`config.mk`:
```
export PLATFORM = sky130hd
export DESIGN_NAME = sbus_frame_receiver
export DESIGN_NICKNAME = d
export VERILOG_FILES = /design/src/design/sbfr_pkg.sv /design/src/design/sbfr_byte_cell.sv /design/src/design/sbfr_chan_cell.sv /design/src/design/sbus_frame_receiver.sv
export SDC_FILE = /design/constraint.sdc
export NUM_CORES = 1
export LEC_CHECK = 0
export ABC_AREA = 1
export CORE_ASPECT_RATIO = 1.4
export CORE_UTILIZATION = 57
export DETAILED_ROUTE_END_ITERATION = 8
export DONT_BUFFER_PORTS = 1
export PLACE_DENSITY = 0.72
export REMOVE_ABC_BUFFERS = 1
export SYNTH_ARGS = -nofsm -noshare
export SYNTH_HDL_FRONTEND = slang
export SYNTH_SLANG_ARGS = --single-unit
```
`constraint.sdc`:
```
create_clock -name clock -period 8.6 [get_ports clock]
set_clock_uncertainty 0.15 [all_clocks]
set_input_delay 1.72 -clock clock [delete_from_list [all_inputs] [get_ports clock]]
set_output_delay 1.72 -clock clock [all_outputs]
set_load 0.01 [all_outputs]
```
`src/design/sbfr_pkg.sv`:
```
// ----------------------------------------------------------------------------
// S.BUS frame receiver package
// Constants and shared types for the frame receiver and its cells.
// ----------------------------------------------------------------------------
package sbfr_pkg;

   localparam int FRAME_BYTES    = 25;
   localparam int GAP_COUNT_BITS = 8;
   localparam int CHANNELS       = 16;
   localparam int CHAN_BITS      = 11;
   localparam int DATA_BYTES     = CHANNELS * CHAN_BITS / 8;
   localparam int SEEN_BITS      = $clog2(FRAME_BYTES + 1);
   localparam int INDEX_BITS     = $clog2(CHANNELS);

   localparam logic [7:0] START_BYTE      = 8'h0f;
   localparam logic [7:0] END_BYTE        = 8'h00;
   localparam logic [7:0] GAP_LIMIT_RESET = 8'd2;

   localparam logic FUNC_BYTE = 1'b0;
   localparam logic FUNC_TICK = 1'b1;

   // Control for one cell of the channel chain.
   typedef struct packed {
      logic load;
      logic shift;
   } chan_ctl_type;

endpackage

```
`src/design/sbfr_byte_cell.sv`:
```
// ----------------------------------------------------------------------------
// S.BUS byte cell
// One byte of the receive window; takes its neighbor's byte on each shift.
// ----------------------------------------------------------------------------
module sbfr_byte_cell (
   input  logic       clock,
   input  logic       shift,
   input  logic [7:0] d_in,
   output logic [7:0] q
);

   logic [7:0] byte_ff;

   always_ff @(posedge clock) begin
      if (shift) begin
         byte_ff <= d_in;
      end
   end

   assign q = byte_ff;

endmodule

```
`src/design/sbfr_chan_cell.sv`:
```
// ----------------------------------------------------------------------------
// S.BUS channel cell
// One 11-bit channel slot; loads from the frame or takes its neighbor's value.
// ----------------------------------------------------------------------------
module sbfr_chan_cell (
   input  logic                               clock,
   input  sbfr_pkg::chan_ctl_type             ctl,
   input  logic [sbfr_pkg::CHAN_BITS-1:0]     load_val,
   input  logic [sbfr_pkg::CHAN_BITS-1:0]     shift_in,
   output logic [sbfr_pkg::CHAN_BITS-1:0]     q
);

   logic [sbfr_pkg::CHAN_BITS-1:0] chan_ff;

   // Load and shift never occur together: loading only happens when the
   // chain is empty.
   always_ff @(posedge clock) begin
      if (ctl.load) begin
         chan_ff <= load_val;
      end else if (ctl.shift) begin
         chan_ff <= shift_in;
      end
   end

   assign q = chan_ff;

endmodule

```
`src/design/sbus_frame_receiver.sv`:
```
// ----------------------------------------------------------------------------
// S.BUS frame receiver
// Slides received bytes through a chain of byte cells and unpacks each
// valid frame into sixteen 11-bit channel beats.
// ----------------------------------------------------------------------------
//
//   Channel   Ports                              Direction   Beat content
//   req       req_valid req_stall req_func ...   in          one byte or one tick
//   rsp       rsp_valid rsp_stall rsp_channel_*  out         one decoded channel
//   csr       csr_wr_en csr_wr_data              in          gap limit write
//
// The req channel takes one beat per cycle while req_stall is low; a byte is
// absorbed in the cycle it is accepted. A byte that completes a frame loads
// the 16-cell channel shift chain, which then presents one channel beat per
// cycle while rsp_stall is low. req_stall rises only when the chain still
// holds channels and the offered byte would complete another frame.
// Reset is synchronous and clears the byte count, tick count and chain
// occupancy, and returns the gap limit to its default of two; window bytes
// are not cleared, as the byte count keeps them from being used until they
// have all been written.
// ----------------------------------------------------------------------------
module sbus_frame_receiver (
   input  logic                                  clock,
   input  logic                                  reset,
   // Input channel
   input  logic                                  req_valid,
   output logic                                  req_stall,
   input  logic                                  req_func,
   input  logic [7:0]                            req_rx_byte,
   // Result channel
   output logic                                  rsp_valid,
   input  logic                                  rsp_stall,
   output logic [sbfr_pkg::INDEX_BITS-1:0]       rsp_channel_index,
   output logic [sbfr_pkg::CHAN_BITS-1:0]        rsp_channel_value,
   output logic                                  rsp_last_channel,
   // Configuration
   input  logic                                  csr_wr_en,
   input  logic [7:0]                            csr_wr_data
);

   // ------------------------------------------------------------------------
   // Control registers
   // ------------------------------------------------------------------------
   logic [7:0]                              gap_limit_ff;
   logic [sbfr_pkg::GAP_COUNT_BITS-1:0]     ticks_ff, ticks_in;
   logic [sbfr_pkg::SEEN_BITS-1:0]          seen_ff, seen_in;
   logic                                    busy_ff, busy_in;
   logic [sbfr_pkg::INDEX_BITS-1:0]         index_ff, index_in;

   // ------------------------------------------------------------------------
   // Handshake decode
   // ------------------------------------------------------------------------
   logic req_accept;
   logic byte_accept;
   logic tick_accept;
   logic rsp_accept;
   logic gap_seen;
   logic frame_match;
   logic [sbfr_pkg::SEEN_BITS-1:0] seen_base;

   // The window cells, oldest byte in cell 0.
   logic [7:0] win [sbfr_pkg::FRAME_BYTES];

   // A byte arriving after more than gap_limit ticks restarts the count.
   // Comparison is on the saturated tick count.
   assign gap_seen  = (ticks_ff > gap_limit_ff);
   assign seen_base = gap_seen ? '0 : seen_ff;
   assign seen_in   = (seen_base == sbfr_pkg::SEEN_BITS'(sbfr_pkg::FRAME_BYTES)) ?
                      seen_base : seen_base + 1'b1;

   // The window after this byte would be cells 1..24 followed by the new
   // byte, so the frame check looks at cell 1 and the incoming byte.
   assign frame_match = (req_func == sbfr_pkg::FUNC_BYTE) &&
                        (seen_in == sbfr_pkg::SEEN_BITS'(sbfr_pkg::FRAME_BYTES)) &&
                        (win[1] == sbfr_pkg::START_BYTE) &&
                        (req_rx_byte == sbfr_pkg::END_BYTE);

   // Hold off only a frame-completing byte while the chain is still draining.
   assign req_stall   = busy_ff && frame_match;
   assign req_accept  = req_valid && !req_stall;
   assign byte_accept = req_accept && (req_func == sbfr_pkg::FUNC_BYTE);
   assign tick_accept = req_accept && (req_func == sbfr_pkg::FUNC_TICK);
   assign rsp_accept  = busy_ff && !rsp_stall;

   // ------------------------------------------------------------------------
   // Byte window: a chain of byte cells shifting toward cell 0
   // ------------------------------------------------------------------------
   for (genvar i = 0; i < sbfr_pkg::FRAME_BYTES; i++) begin : g_win
      logic [7:0] d_cell;
      if (i == sbfr_pkg::FRAME_BYTES - 1) begin : g_tail
         assign d_cell = req_rx_byte;
      end else begin : g_body
         assign d_cell = win[i+1];
      end
      sbfr_byte_cell u_cell (
         .clock (clock),
         .shift (byte_accept),
         .d_in  (d_cell),
         .q     (win[i])
      );
   end

   // ------------------------------------------------------------------------
   // Frame snapshot: data bytes 1..22 of the new window are cells 2..23
   // now. Laid out LSB first they form one 176-bit stream cut into channels.
   // ------------------------------------------------------------------------
   logic [sbfr_pkg::DATA_BYTES*8-1:0] stream;

   for (genvar j = 0; j < sbfr_pkg::DATA_BYTES; j++) begin : g_stream
      assign stream[8*j +: 8] = win[j+2];
   end

   // ------------------------------------------------------------------------
   // Channel chain: cell 0 is the channel on the result port; each accepted
   // result beat moves the others one place down.
   // ------------------------------------------------------------------------
   sbfr_pkg::chan_ctl_type chan_ctl;
   logic [sbfr_pkg::CHAN_BITS-1:0] chan_q [sbfr_pkg::CHANNELS];

   assign chan_ctl.load  = byte_accept && frame_match;
   assign chan_ctl.shift = rsp_accept;

   for (genvar k = 0; k < sbfr_pkg::CHANNELS; k++) begin : g_chan
      logic [sbfr_pkg::CHAN_BITS-1:0] next_val;
      if (k == sbfr_pkg::CHANNELS - 1) begin : g_tail
         assign next_val = '0;
      end else begin : g_body
         assign next_val = chan_q[k+1];
      end
      sbfr_chan_cell u_cell (
         .clock    (clock),
         .ctl      (chan_ctl),
         .load_val (stream[sbfr_pkg::CHAN_BITS*k +: sbfr_pkg::CHAN_BITS]),
         .shift_in (next_val),
         .q        (chan_q[k])
      );
   end

   // ------------------------------------------------------------------------
   // Next-state logic
   // ------------------------------------------------------------------------
   always_comb begin
      ticks_in = ticks_ff;
      if (byte_accept) begin
         ticks_in = '0;
      end else if (tick_accept && (ticks_ff != '1)) begin
         ticks_in = ticks_ff + 1'b1;
      end

      busy_in  = busy_ff;
      index_in = index_ff;
      if (chan_ctl.load) begin
         busy_in  = 1'b1;
         index_in = '0;
      end else if (rsp_accept) begin
         index_in = index_ff + 1'b1;
         if (rsp_last_channel) begin
            busy_in = 1'b0;
         end
      end
   end

   always_ff @(posedge clock) begin
      if (reset) begin
         gap_limit_ff <= sbfr_pkg::GAP_LIMIT_RESET;
         ticks_ff     <= '0;
         seen_ff      <= '0;
         busy_ff      <= 1'b0;
         index_ff     <= '0;
      end else begin
         if (csr_wr_en) begin
            gap_limit_ff <= csr_wr_data;
         end
         if (byte_accept) begin
            seen_ff <= seen_in;
         end
         ticks_ff <= ticks_in;
         busy_ff  <= busy_in;
         index_ff <= index_in;
      end
   end

   // ------------------------------------------------------------------------
   // Result port
   // ------------------------------------------------------------------------
   assign rsp_valid         = busy_ff;
   assign rsp_channel_index = index_ff;
   assign rsp_channel_value = chan_q[0];
   assign rsp_last_channel  = (index_ff == sbfr_pkg::INDEX_BITS'(sbfr_pkg::CHANNELS - 1));

endmodule

```
# == Word level (Yosys, flattened, before mapping) ==
# Index checks and enable logic that the tools add are counted.
# totals
inputBits,22
wordCells,110
register_bits,394
output_inout_bits,18
# op_classes
n_reduce_logical,18
order_cmp,1
muxes,37
eq_ne,5
n_addsub,3
bitwise_logic,1
# op_table
operator,count
$mux W11,32
$eq A5 B5 Y1 const B,2
$logic_and A1 B1 Y1,10
$mux W5,2
$add A8 B1 Y8 const B,1
$eq A8 B4 Y1 const B,1
$gt A8 B8 Y1,1
$logic_not A8 Y1,1
$ne A8 B8 Y1 const B,1
$add A5 B1 Y5 const B,1
$add A4 B1 Y4 const B,1
$eq A4 B4 Y1 const B,1
$reduce_bool A2 Y1,2
$reduce_or A2 Y1,2
$mux W1,3
$logic_not A1 Y1,2
$reduce_and A2 Y1,1
$not A1 Y1,1

# == Logic depth before layout (Yosys ltp) ==
# Gate-level depths: netlist of run 1.
# logic_depth
depth_word,15
depth_mapped,26
mapped_depth_nobuf,24

# == Modules after synthesis ==
# Synthesis of run 1 repeated with hierarchy kept, for this count alone.
# hier_totals
hier_cells,1189
area_unflattened_um2,15222.1
# by_module_without_submodules
module,instances,area_per_inst_um2,cells_each,seq_area_each_um2
sbfr_chan_cell,16,483.0,48,330.3
sbfr_byte_cell,24,240.2,8,240.2
sbus_frame_receiver,1,1729.2,229,520.5

# == Worst setup path before layout of run 1 ==
# OpenSTA, ideal clock, no wires.
# synth_timing
kind,in2reg
from,input port req_rx_byte[0]
to,"register g_chan[0].u_cell.chan_ff (netlist bit g_chan[0].u_cell.q[0]), enable pin"
setup_time_ps,543
slack_ps,1157
required_time_ps,7907
arrival_ps,6750
cell_stages,8
n_path_buf,2
cell_sequence,or2_2 > nor4_1 > nand3_1 > nor2_1 > nand4_2 > buf_2 > buf_2 > nand2_1
# synth_between
elab_chain_len,8
# synth_rtl
element,line,text
from (decl),sbus_frame_receiver.sv:29,"input logic [7:0] req_rx_byte,"
$logic_not A8 Y1 (*),sbus_frame_receiver.sv:76,(req_rx_byte == sbfr_pkg::END_BYTE);
$logic_and A1 B1 Y1 (*),sbus_frame_receiver.sv:75,(win[1] == sbfr_pkg::START_BYTE) &&
$logic_and A1 B1 Y1,sbus_frame_receiver.sv:79,assign req_stall = busy_ff && frame_match;
$logic_not A1 Y1,sbus_frame_receiver.sv:80,assign req_accept = req_valid && !req_stall;
$logic_and A1 B1 Y1,sbus_frame_receiver.sv:80,
$logic_and A1 B1 Y1,sbus_frame_receiver.sv:81,assign byte_accept = req_accept && (req_func == sbfr_pkg::FUNC_BYTE);
$logic_and A1 B1 Y1 (*),sbus_frame_receiver.sv:120,assign chan_ctl.load = byte_accept && frame_match;
$reduce_bool A2 Y1 (no line) (*),n/a,
to (signal assigned),sbfr_chan_cell.sv:19,chan_ff <= load_val;
to (signal assigned),sbfr_chan_cell.sv:21,chan_ff <= shift_in;
to (decl),sbfr_chan_cell.sv:13,logic [sbfr_pkg::CHAN_BITS-1:0] chan_ff;
# Every way passes the cells marked *; elsewhere a longest branch is shown, timed or not.
# A chain may end at the register's enable or synchronous reset.

# == Worst setup path after layout of run 1 ==
# layout_timing
from,register ticks_ff[5] in the netlist's numbering
to,register g_chan[4].u_cell.chan_ff (netlist bit g_chan[4].u_cell.q[5]) (data pin)
# layout_between
elab_chain_len,14
word_cells_on_any_way,15
cone_classes,add/sub: 1; order compare: 1; eq/ne: 2; mux: 3; reduce/logical: 8
# layout_rtl
element,line,text
from (decl),sbus_frame_receiver.sv:45,"logic [sbfr_pkg::GAP_COUNT_BITS-1:0] ticks_ff, ticks_in;"
from (signal assigned),sbus_frame_receiver.sv:177,ticks_ff <= ticks_in;
$gt A8 B8 Y1 (*),sbus_frame_receiver.sv:66,assign gap_seen = (ticks_ff > gap_limit_ff);
$mux W5 (*),sbus_frame_receiver.sv:67,assign seen_base = gap_seen ? '0 : seen_ff;
$add A5 B1 Y5 or $eq A5 B5 Y1 (tied branches),"sbus_frame_receiver.sv:69, sbus_frame_receiver.sv:68",
$mux W5 (*),sbus_frame_receiver.sv:68,assign seen_in = (seen_base == sbfr_pkg::SEEN_BITS'(sbfr_pkg::FRAME_BYTES)) ?
$eq A5 B5 Y1 (*),sbus_frame_receiver.sv:74,(seen_in == sbfr_pkg::SEEN_BITS'(sbfr_pkg::FRAME_BYTES)) &&
$logic_and A1 B1 Y1 (*),sbus_frame_receiver.sv:73,assign frame_match = (req_func == sbfr_pkg::FUNC_BYTE) &&
$logic_and A1 B1 Y1 (*),sbus_frame_receiver.sv:74,
$logic_and A1 B1 Y1 (*),sbus_frame_receiver.sv:75,
$logic_and A1 B1 Y1,sbus_frame_receiver.sv:79,
$logic_not A1 Y1,sbus_frame_receiver.sv:80,
$logic_and A1 B1 Y1,sbus_frame_receiver.sv:80,
$logic_and A1 B1 Y1,sbus_frame_receiver.sv:81,
$logic_and A1 B1 Y1 (*),sbus_frame_receiver.sv:120,
$mux W11 (*),sbfr_chan_cell.sv:18,if (ctl.load) begin
to (signal assigned),sbfr_chan_cell.sv:19,
to (signal assigned),sbfr_chan_cell.sv:21,
to (decl),sbfr_chan_cell.sv:13,
# Marked as above.

==> out/qor.txt, run 1 <==
GR Util met2: 32.5%
Met3 Use GR: 3.01%
Antenna cells: 0
Largest delay share family, worst path: buffers and inverters
Detailed Routing Iterations Pass 1: 5
Rel. slew slack: 23.7%
Placed insts: 1,449
CP max-delay cell: buf_4
Clock power share: 41.2%
Setup WS pre-CTS: 2850 ps
Syn Area/Cell: 12.9 µm²
Skew-Pair Late Insertion Delay: 530 ps
Internal power: 3000 µW
Post-layout min period: 5820 ps
Row count: 70
Critical path buffers and inverters: 4
#FFs+latches synth: 394
CP max stage delay: 950 ps
Reg clk slew, reported paths: 60 ps
Vias in the first global route: 7,756
# IOs: 40
Combinational Power Share: 1.3%
Die height: 194 µm
RSZ-0062 raised after global routing: no
Status: finished, final reports clean
Clock Sinks: 394
Postcts setup bufs: 0
Die area: 27,100 µm²
Drt drc: 0
Mapped Area: 15,100 µm²
Non-filler cells, final: 1,514
Global routing's busiest layer: met2
Fin nets: 1,198
Setup WS post-layout: 2780 ps
Largest net degree at the start of global routing: 177
DPL Wire Length: 13,400 µm
CORE AREA: 26,000 µm²
Max clock buf depth: 3
Switch share: 19.4%
Vias: 7,922
Seq/Total Area, Yosys: 76.8%
Met1 Usage GRT: 19.8%
Switching power total: 724 µW
DRT iter0 DRCs: 628
Fmax: 0.172 GHz
TritonCTS clock tree: done
CP Capture Type: flip-flop
Fin. Hold Viols: 0
Setup Crit Path Kind: flip-flop to flip-flop
Setup violations, final: 0
Placed inst area: 15,300 µm²
Slew Viols, Final: 0
Global-route wire length before repair: 36,900 µm
Max Cap Violations: 0
Crit path required time: 8680 ps
Synth cell types: 26
Final RePlAce weighted congestion: 0.776
Pleak: 0.00636 µW
Fin crit share: 67.6%
Worst-path cell chain: ha_1 -> a21oi_1 -> nor2_1 -> nor2_1 -> nand2_1 -> nand2_2 -> nand2_1 -> inv_1 -> ha_1 -> and3_1 -> nand3_1 -> nand2_1 -> nand2_1 -> nand3_1 -> nor2_1 -> nand4_4 -> buf_4 -> buf_4 -> buf_4 -> a21oi_1
Layout area overhead: 8.96%
Ys Warns: 0
Fin area: 16,400 µm²
CTS HTree Levels: 2
Pwr per Cell Area: 227 nW/µm²
CTS Buf Count: 37
Vias/cell: 5.23
Critical Path Fanout Max: 115
Peak VDD IR: 187 µV
Routed len/inst: 15.2 µm
Hold buffer count at CTS: 0
Startpoint Class: flip-flop
Initial antenna violation count: 0
DRT Wirelength: 23,000 µm
Clk root buf: clkbuf_16
Share of layout cells above drive strength 1: 5.04%
Gr usage total: 17.3%
Util after Layout: 63.1%
Slew @ Worst Pin: 1140 ps
Most used cell, CP: nand2_1
Reg power frac: 57.5%
HP Class: flip-flop to flip-flop
Die Wd: 139 µm
Starting density of the core: 57.9%
Port bufs: 0
Syn Inst Count: 1,164
Antenna-violating nets left: 0
Post_cts resized: 0
GR Overflow Total: 0
Final hold slack: 273 ps
Critical Path AT: 5890 ps
==> final timing paths <==
kind / start / end / slack [ps] / depth (start not counted)
setup / recovery: ticks_ff[5] / g_chan[4].u_cell.q[5] / 2780 / 20
hold / removal: g_win[24].u_cell.q[0] / g_win[23].u_cell.q[0] / 270 / 0
setup reg to reg: ticks_ff[5] / g_chan[4].u_cell.q[5] / 2780 / 20
hold reg to reg: g_win[24].u_cell.q[0] / g_win[23].u_cell.q[0] / 270 / 0
==> cells in the mapped netlist (all sizes together) <==
| master | instances | area share (%) |
|---|---|---|
| a21o | 1 | 0.050 |
| a21oi | 185 | 6.1 |
| a31oi | 1 | 0.042 |
| and3 | 1 | 0.042 |
| buf | 33 | 1.4 |
| clkbuf | 11 | 0.27 |
| dfxtp | 26 | 3.5 |
| edfxtp | 368 | 73 |
| ha | 12 | 1.0 |
| inv | 208 | 5.2 |
| nand2 | 54 | 1.4 |
| nand3 | 16 | 0.53 |
| nand4 | 19 | 0.83 |
| nor2 | 200 | 5.0 |
| nor3 | 1 | 0.033 |
| nor3b | 1 | 0.050 |
| nor4 | 3 | 0.12 |
| o211ai | 2 | 0.10 |
| o21ai | 10 | 0.33 |
| or2 | 3 | 0.12 |
| xnor2 | 4 | 0.23 |
| xor2 | 5 | 0.29 |
==> metal layers <==
| metal | part of all wire, % | vias up | routed length (µm) |
|---|---|---|---|
| met1 | 39 | 3821 | 8880 |
| met2 | 55 | 131 | 12700 |
| li1 | - | 3928 | - |
| met4 | 2.3 | 0 | 536 |
| met5 | 0 | - | 0 |
| met3 | 3.8 | 42 | 884 |
==> through the flow <==
stage	power, µW	setup TNS, ps
floorplan	2220	-830120
global placement	2230	0
detailed placement	2230	0
CTS	3760	0
global route	3840	0
finish	3730	0
==> kinds of logic (layout without fill, tap and decap cells) <==
| group | after synthesis | in the layout | share of synthesized area, % |
|---|---|---|---|
| AND/OR/NAND/NOR | 298 | 298 | 8.08 |
| flip-flops | 394 | 394 | 76.8 |
| AO/OA/AOI/OAI | 199 | 199 | 6.67 |
| buffers and inverters | 252 | 278 | 6.90 |
| adder cells (fa/ha/maj) | 12 | 12 | 0.997 |
| XOR/XNOR | 9 | 9 | 0.523 |
==> registers in the layout, indices dropped and copies added, names as in the netlist <==
| name | flops |
|---|---|
| g_win.u_cell.q | 192 |
| g_chan.u_cell.q | 176 |
| gap_limit_ff | 8 |
| ticks_ff | 8 |
| seen_ff | 5 |
| rsp_channel_index | 4 |
| rsp_valid | 1 |
==> layout make-up <==
cell class | count | area [µm²]
inverters | 208 | 788
clock inverters | 15 | 145
multi-input cells | 518 | 2470
fillers | 1908 | 9600
well taps | 324 | 405
flip-flops and latches | 394 | 11600
repair buffers | 5 | 50.0
clock buffers | 50 | 985
==> power groups by stage <==
stage	Combinational [µW]	Sequential (µW)	Clock, µW
2_1_floorplan	35.3	2180	0
3_3_place_gp	46.8	2180	0
3_5_place_dp	48.2	2190	0
4_1_cts	48.3	2150	1560
5_1_grt	54.1	2150	1630
6_report	47.2	2140	1540
==> cells in the final DEF, fill, tap and decap left out, drive strengths merged <==
cell type / instances
a21o: 1
a21oi: 185
a31oi: 1
and3: 1
buf: 5
bufinv: 2
clkbuf: 50
clkinv: 9
dfxtp: 26
edfxtp: 368
ha: 12
inv: 212
nand2: 54
nand3: 16
nand4: 19
nor2: 200
nor3: 1
nor3b: 1
nor4: 3
o211ai: 2
o21ai: 10
or2: 3
xnor2: 4
xor2: 5
No activity file was read; power rests on OpenSTA's default activity.
==> run 2: changes to the inputs <==
clock period = 5.5 ns   (was 8.6 ns; I/O delays follow)
==> run 2 against run 1 <==
Effect of this change:
- sequential power rose by 57%
- maximum frequency rose by 26%
- total power rose by 60%
- critical path type unchanged
- global-route usage rose by 0.94 points
- core utilization rose by 0.69 points
- first-iteration DRC count fell by 12%
==> out/qor.txt, run 2 (synthesis results as in run 1) <==
Status: finished, final reports clean
TritonCTS clock tree: done
Routed len/inst: 15.6 µm (+2.5%)
Reg2reg end: g_chan[8].u_cell.q[4]
Register area: 11,600 µm² (unchanged)
# IOs: 40 (unchanged)
Drt drc: 0 (unchanged)
Setup violations, final: 0 (unchanged)
Initial antenna violation count: 0 (unchanged)
DPL Wire Length: 14,400 µm (+7.1%)
Post_cts resized: 0 (unchanged)
Starting density of the core: 57.9% (unchanged)
DRT Wirelength: 23,700 µm (+3.1%)
Global-route wire length before repair: 38,700 µm (+4.8%)
Max FFs per register: 192 (unchanged)
Max Cap Violations: 0 (unchanged)
Hold depth: 0 (unchanged)
DRT iter0 DRCs: 555 (-12%)
Fmax: 0.217 GHz (+26%)
Die height: 194 µm (unchanged)
Vias: 7,983 (+0.77%)
Fin crit share: 83.9% (+16 points)
HP Class: flip-flop to flip-flop
Slew Viols, Final: 0 (unchanged)
Antenna cells: 0 (unchanged)
Fin nets: 1,205 (+0.58%)
Reg clk slew, reported paths: 60 ps (about the same)
Max clock buf depth: 3 (unchanged)
Vias/cell: 5.25 (+0.24%)
Cells on worst reg2reg path: 19 (-5.0%)
Share of layout cells above drive strength 1: 5.76% (+0.72 points)
Fillers: 1,871 (-1.9%)
Most common cell after layout, fill and taps aside: edfxtp_1
Postcts setup bufs: 0 (unchanged)
Startpoint Class: flip-flop
Non-filler cells, final: 1,522 (+0.53%)
Clk root buf: clkbuf_16
Die area: 27,100 µm² (unchanged)
RSZ-0062 raised after global routing: no
Fin. Hold Viols: 0 (unchanged)
Port bufs: 0 (unchanged)
CTS Buf Count: 37 (unchanged)
Worst R2R Setup Slack: 880 ps (-1900 ps)
Reg2reg start: ticks_ff[5]
CP max stage delay: 850 ps (-100 ps)
Placed insts: 1,456 (+0.48%)
Rel. slew slack: 37.0% (+13 points)
Critical path buffers and inverters: 3 (-1)
Most frequent cells in the layout: edfxtp_1, inv_1, nor2_1
CP Capture Type: flip-flop
CP max-delay cell: buf_4
CTS HTree Levels: 2 (unchanged)
Peak VDD IR: 279 µV (+49%)
Final RePlAce weighted congestion: 0.749 (-3.4%)
Setup Crit Path Kind: flip-flop to flip-flop
Antenna-violating nets left: 0 (unchanged)
Worst-path cell chain: ha_1 -> a21oi_1 -> nor2_1 -> nor2_1 -> nand2_1 -> nand2_2 -> nand2_1 -> inv_1 -> ha_1 -> and3_1 -> nand3_1 -> nand2_1 -> nand2_1 -> nand3_1 -> nor2_1 -> nand4_4 -> buf_4 -> buf_4 -> a21oi_1
Gr usage total: 18.3% (+0.94 points)
Setup TNS: 0 ps (unchanged)
Setup WS post-layout: 884 ps (-1900 ps)
Row count: 70 (unchanged)
CORE AREA: 26,000 µm² (unchanged)
Die Wd: 139 µm (unchanged)
Detailed Routing Iterations Pass 1: 7 (+2)
Hold Path Sink: g_win[23].u_cell.q[3]
Post-layout min period: 4620 ps (-1200 ps)
Largest delay share family, worst path: buffers and inverters
Most used cell, CP: nand2_1
GR Overflow Total: 0 (unchanged)
Vias in the first global route: 8,053 (+3.8%)
Slew @ Worst Pin: 945 ps (-200 ps)
Critical Path Fanout Max: 104 (-9.6%)
Setup WS pre-CTS: 932 ps (-1920 ps)
Min-delay src: g_win[24].u_cell.q[3]
Footprint of the multi-input gates: 2470 µm² (unchanged)
Largest net degree at the start of global routing: 144 (-19%)
Pleak: 0.00645 µW (+1.4%)
Crit path required time: 5560 ps (-3120 ps)
Skew-Pair Late Insertion Delay: 520 ps (about the same)
Critical Path AT: 4680 ps (-1210 ps)
Pwr per Cell Area: 359 nW/µm² (+58%)
Hold buffer count at CTS: 0 (unchanged)
Layout area overhead: 10.2%
Clock Sinks: 394 (unchanged)
[run 2: cell types whose count changed in the layout (fill, tap and decap cells not counted), moves of 2 or more]
cell / before / now
buf_4: 4 / 7
buf_12: 1 / 5
clkinv_2: 4 / 6
clkbuf_1: 12 / 7
bufinv_16: 2 / 5
inv_6: 3 / 0
clkinv_1: 5 / 9
[run 2: worst register-to-register path, cell delays in order, from the launching register on]
cell     delay, ps
dfxtp_1        410
ha_1           280
a21oi_1        130
nor2_1          50
nor2_1          80
nand2_1         70
nand2_2        190
nand2_1        110
inv_1           90
ha_1           140
and3_1         220
nand3_1        150
nand2_1        100
nand2_1         80
nand3_1         90
nor2_1          70
nand4_4        150
buf_4          610
buf_4          910
a21oi_1        230
[run 2: per-stage QoR]
stage / util [%] / total power (µW) / instance area (µm²) / hold slack (ps)
finish: 63.8 / 5960 / 16600 / 271
global route: 63.8 / 6150 / 16600 / 277
CTS: 63.8 / 6010 / 16600 / 274
detailed placement: 59.1 / 3500 / 15400 / 258
global placement: 59.1 / 3490 / 15400 / 255
floorplan: - / 3470 / 14800 / 250
[run 2: layer usage]
metal	up-vias	track usage, %	part of all wire (%)
met1	3896	21.3	40
met2	101	34.2	55
met4	0	5.76	2.0
met3	33	2.86	2.7
li1	3953	-	-
met5	-	0	0
[run 2: how the worst max path moves through the flow]
stage | start | slack (ps) | depth (start not counted) | end
5_1_grt | ticks_ff[5] | 310 | 20 | g_chan[8].u_cell.q[4]
2_1_floorplan | gap_limit_ff[7] | -7410 | 16 | g_chan[0].u_cell.q[0]
3_3_place_gp | ticks_ff[5] | 1010 | 19 | g_chan[10].u_cell.q[4]
4_1_cts | ticks_ff[5] | 910 | 19 | g_chan[8].u_cell.q[4]
6_report | ticks_ff[5] | 880 | 19 | g_chan[8].u_cell.q[4]
3_5_place_dp | ticks_ff[5] | 930 | 19 | g_chan[10].u_cell.q[4]
[run 2: area by class of cell]
type	instances	area share [%]
Sequential cell	394	69.7
Multi-Input combinational cell	518	14.9
Clock buffer	45	5.89
Inverter	208	4.75
Tap cell	324	2.44
Clock inverter	21	1.39
Timing Repair Buffer	12	0.920
[run 2: where the power goes]
part	switching [µW]	total [µW]	internal [µW]
combinational	59.5	77.8	18.3
sequential	32.8	3350	3320
clock	1030	2530	1500
==> run 3: changes to the inputs <==
ABC_AREA = 0   (was 1)
PLACE_DENSITY = 0.75   (was 0.72)
clock period = 4.1 ns   (was 5.5 ns; I/O delays follow)
==> run 3 against run 2 <==
Effect of this change:
- total power up 31%
- sequential share of layout area down 4.3 points
- highest routed layer unchanged
- the run now ends with setup timing left
- clock-buffer cell count down 2
- via count fell by 12%
- global-route usage fell by 0.46 points
- worst hold slack got worse by 63 ps
- cell count fell by 23%
- register-to-register slack lost 1000 ps
- flip-flop and latch count unchanged
- worst setup slack worse by 1200 ps
- synthesized cell count is 35% lower
==> out/qor.txt, run 3 <==
Vias/cell: 5.99 (+14%)
Vias in the first global route: 6,930 (-14%)
CP Launch Point: ticks_ff[0]
Max FFs per register: 192 (unchanged)
Final RePlAce weighted congestion: 0.811 (+8.2%)
Setup Crit Path Kind: flip-flop to output pin
Critical Path AT: 3430 ps (-1250 ps)
CTS Buf Count: 37 (unchanged)
Setup WS pre-CTS: -38.2 ps (-970 ps)
Startpoint Class: flip-flop
Largest delay share family, worst path: simple AND/OR/NAND/NOR gates
Antenna-violating nets left: 0 (unchanged)
Most frequent cell after synthesis: edfxtp_1
Reg2reg start: ticks_ff[4]
Clk root buf: clkbuf_16
Detailed Routing Iterations Pass 1: 5 (-2)
Top FF cell, synth: edfxtp_1
Die area: 26,400 µm² (-2.5%)
Fin. Hold Viols: 0 (unchanged)
CORE AREA: 25,400 µm² (-2.4%)
Antenna cells: 0 (unchanged)
Most frequent cells in the layout: edfxtp_1, mux2_4, clkbuf_16
Synth area leaders: edfxtp_1, mux2_1, mux2_2
Max clock buf depth: 3 (unchanged)
Rel. slew slack: 35.6% (-1.3 points)
Post-synth EDFFs: 368 (unchanged)
# IOs: 40 (unchanged)
Fmax: 0.227 GHz
HP Class: input port to flip-flop
Setup violations, final: 181 (+181)
Share of layout cells above drive strength 1: 35.5% (+30 points)
Synth cell types: 44 (+69%)
Mapped Area: 14,700 µm² (-2.6%)
Critical path buffers and inverters: 3 (unchanged)
Port bufs: 0 (unchanged)
TritonCTS clock tree: done
DRT iter0 DRCs: 586 (+5.6%)
Final hold slack: 208 ps (-63.1 ps)
Max Cap Violations: 0 (unchanged)
Die Wd: 138 µm (-1.3%)
Pwr per Cell Area: 440 nW/µm² (+22%)
DR WL met2: 15,900 µm (+21%)
Failing checks: setup timing
Vias: 7,034 (-12%)
FFs w/ async S/R, synth: 0% (unchanged)
CP max-delay cell: dfxtp_4
Syn Inst Count: 754 (-35%)
Top cell type's share of synthesized area: 75.3% (+1.9 points)
Synth top cells by count: edfxtp_1, mux2_1, mux2_2
Pleak: 0.00604 µW (-6.3%)
Global-route wire length before repair: 35,500 µm (-8.2%)
Slew @ Worst Pin: 958 ps (+12.8 ps)
Most common cell after layout, fill and taps aside: edfxtp_1
Slew Viols, Final: 0 (unchanged)
Fin crit share: 107%
Highest Signal Layer: met4
Layout area overhead: 20.6%
CTS HTree Levels: 2 (unchanged)
RSZ-0062 raised after global routing: yes
Placed inst area: 15,300 µm² (-0.85%)
Worst Setup EP: req_stall
Starting density of the core: 57.8% (-0.075 points)
Metal3 WL: 1230 µm (+90%)
DPL Wire Length: 13,600 µm (-5.5%)
Dominant cell type by area after synthesis: edfxtp_1
Reg2reg end: g_chan[6].u_cell.q[10]
Routed len/inst: 24.3 µm (+56%)
Row count: 69 (-1.4%)
CP max stage delay: 370 ps (-480 ps)
Status: finished with violations
Die height: 192 µm (-1.3%)
DRT Wirelength: 28,600 µm (+20%)
Post-layout min period: 4400 ps
Crit path required time: 3130 ps (-2430 ps)
GR Overflow Total: 0 (unchanged)
Most used cell, CP: nand3_4
Critical Path Fanout Max: 5 (-95%)
Setup TNS: -9120 ps (-9120 ps)
Gr usage total: 17.8% (-0.46 points)
Worst R2R Setup Slack: -160 ps (-1040 ps)
Placed insts: 1,069 (-27%)
Ys Warns: 0 (unchanged)
CP Capture Type: output pin
Clock Sinks: 394 (unchanged)
Skew-Pair Late Insertion Delay: 520 ps (about the same)
Non-filler cells, final: 1,175 (-23%)
Initial antenna violation count: 0 (unchanged)
Syn Area/Cell: 19.5 µm² (+50%)
Fin area: 17,700 µm² (+6.7%)
Cells on worst reg2reg path: 20 (+1)
Reg clk slew, reported paths: 70 ps (about the same)
Drt drc: 0 (unchanged)
WP depth: 15 (-4)
DRT met1 WL: 10,200 µm (+7.9%)
Worst-path cell chain: inv_1 -> ha_1 -> nand4_1 -> nor2b_4 -> o21ai_4 -> and2_4 -> nand2_4 -> inv_2 -> ha_4 -> nand3_4 -> o22ai_4 -> o31a_1 -> nand3_4 -> nor4_4 -> buf_4
Peak VDD IR: 484 µV (+73%)
#FFs+latches synth: 394 (unchanged)
Seq/Total Area, Yosys: 78.8% (+2.0 points)
Setup WS post-layout: -301 ps (-1190 ps)
Largest net degree at the start of global routing: 78 (-46%)
Fin nets: 866 (-28%)
run 3: through the flow:
step / power, µW / util [%]
2_1_floorplan: 4630 / -
3_3_place_gp: 4670 / 60.1
3_5_place_dp: 4680 / 60.1
4_1_cts: 7760 / 65.0
5_1_grt: 7990 / 69.8
6_report: 7790 / 69.8
run 3: kinds of logic after synthesis:
logic type / share of synthesized area, %
AND/OR/NAND/NOR: 3.30
buffers and inverters: 1.37
adder cells (fa/ha/maj): 1.02
XOR/XNOR: 0.656
multiplexers: 13.3
AO/OA/AOI/OAI: 1.47
flip-flops: 78.8
run 3: worst min-delay path by stage:
| stage | startpoint | endpoint | slack (ps) | cells after the start |
|---|---|---|---|---|
| 2_1_floorplan | g_win[24].u_cell.q[0] | g_win[23].u_cell.q[0] | 250 | 0 |
| 3_3_place_gp | g_win[24].u_cell.q[3] | g_win[23].u_cell.q[3] | 270 | 0 |
| 3_5_place_dp | g_win[24].u_cell.q[7] | g_win[23].u_cell.q[7] | 260 | 0 |
| 4_1_cts | reset | gap_limit_ff[6] | 200 | 1 |
| 5_1_grt | reset | gap_limit_ff[6] | 190 | 1 |
| 6_report | reset | gap_limit_ff[6] | 210 | 1 |
run 3: where the power goes:
group / switching [µW] / internal, µW / leakage, µW
Sequential: 46.2 / 4450 / 0.00360
Combinational: 93.2 / 58.1 / 0.00191
Clock: 1420 / 1730 / 0.000533
run 3: what timing repair did:
action | CTS | global route
cloned | 0 | 23
gates resized for setup | 23 | 150
endpoints found under the setup margin | 62 | 513
hold buffers | 0 | 0
setup buffers | 6 | 14
pin swaps | 9 | 14
run 3: area by class of cell:
cell class,count,area [µm²]
Clock buffer,43,948
Clock inverter,20,135
Fill cell,1432,7680
Inverter,16,67.6
Multi-Input combinational cell,319,3500
Sequential cell,394,11600
Tap cell,319,399
Timing Repair Buffer,64,1060
run 3: routing by layer:
| metal | GRT usage, % | up-vias |
|---|---|---|
| li1 | - | 3082 |
| met1 | 19.9 | 3565 |
| met2 | 33.0 | 286 |
| met3 | 3.06 | 101 |
| met4 | 7.27 | 0 |
| met5 | 0 | - |
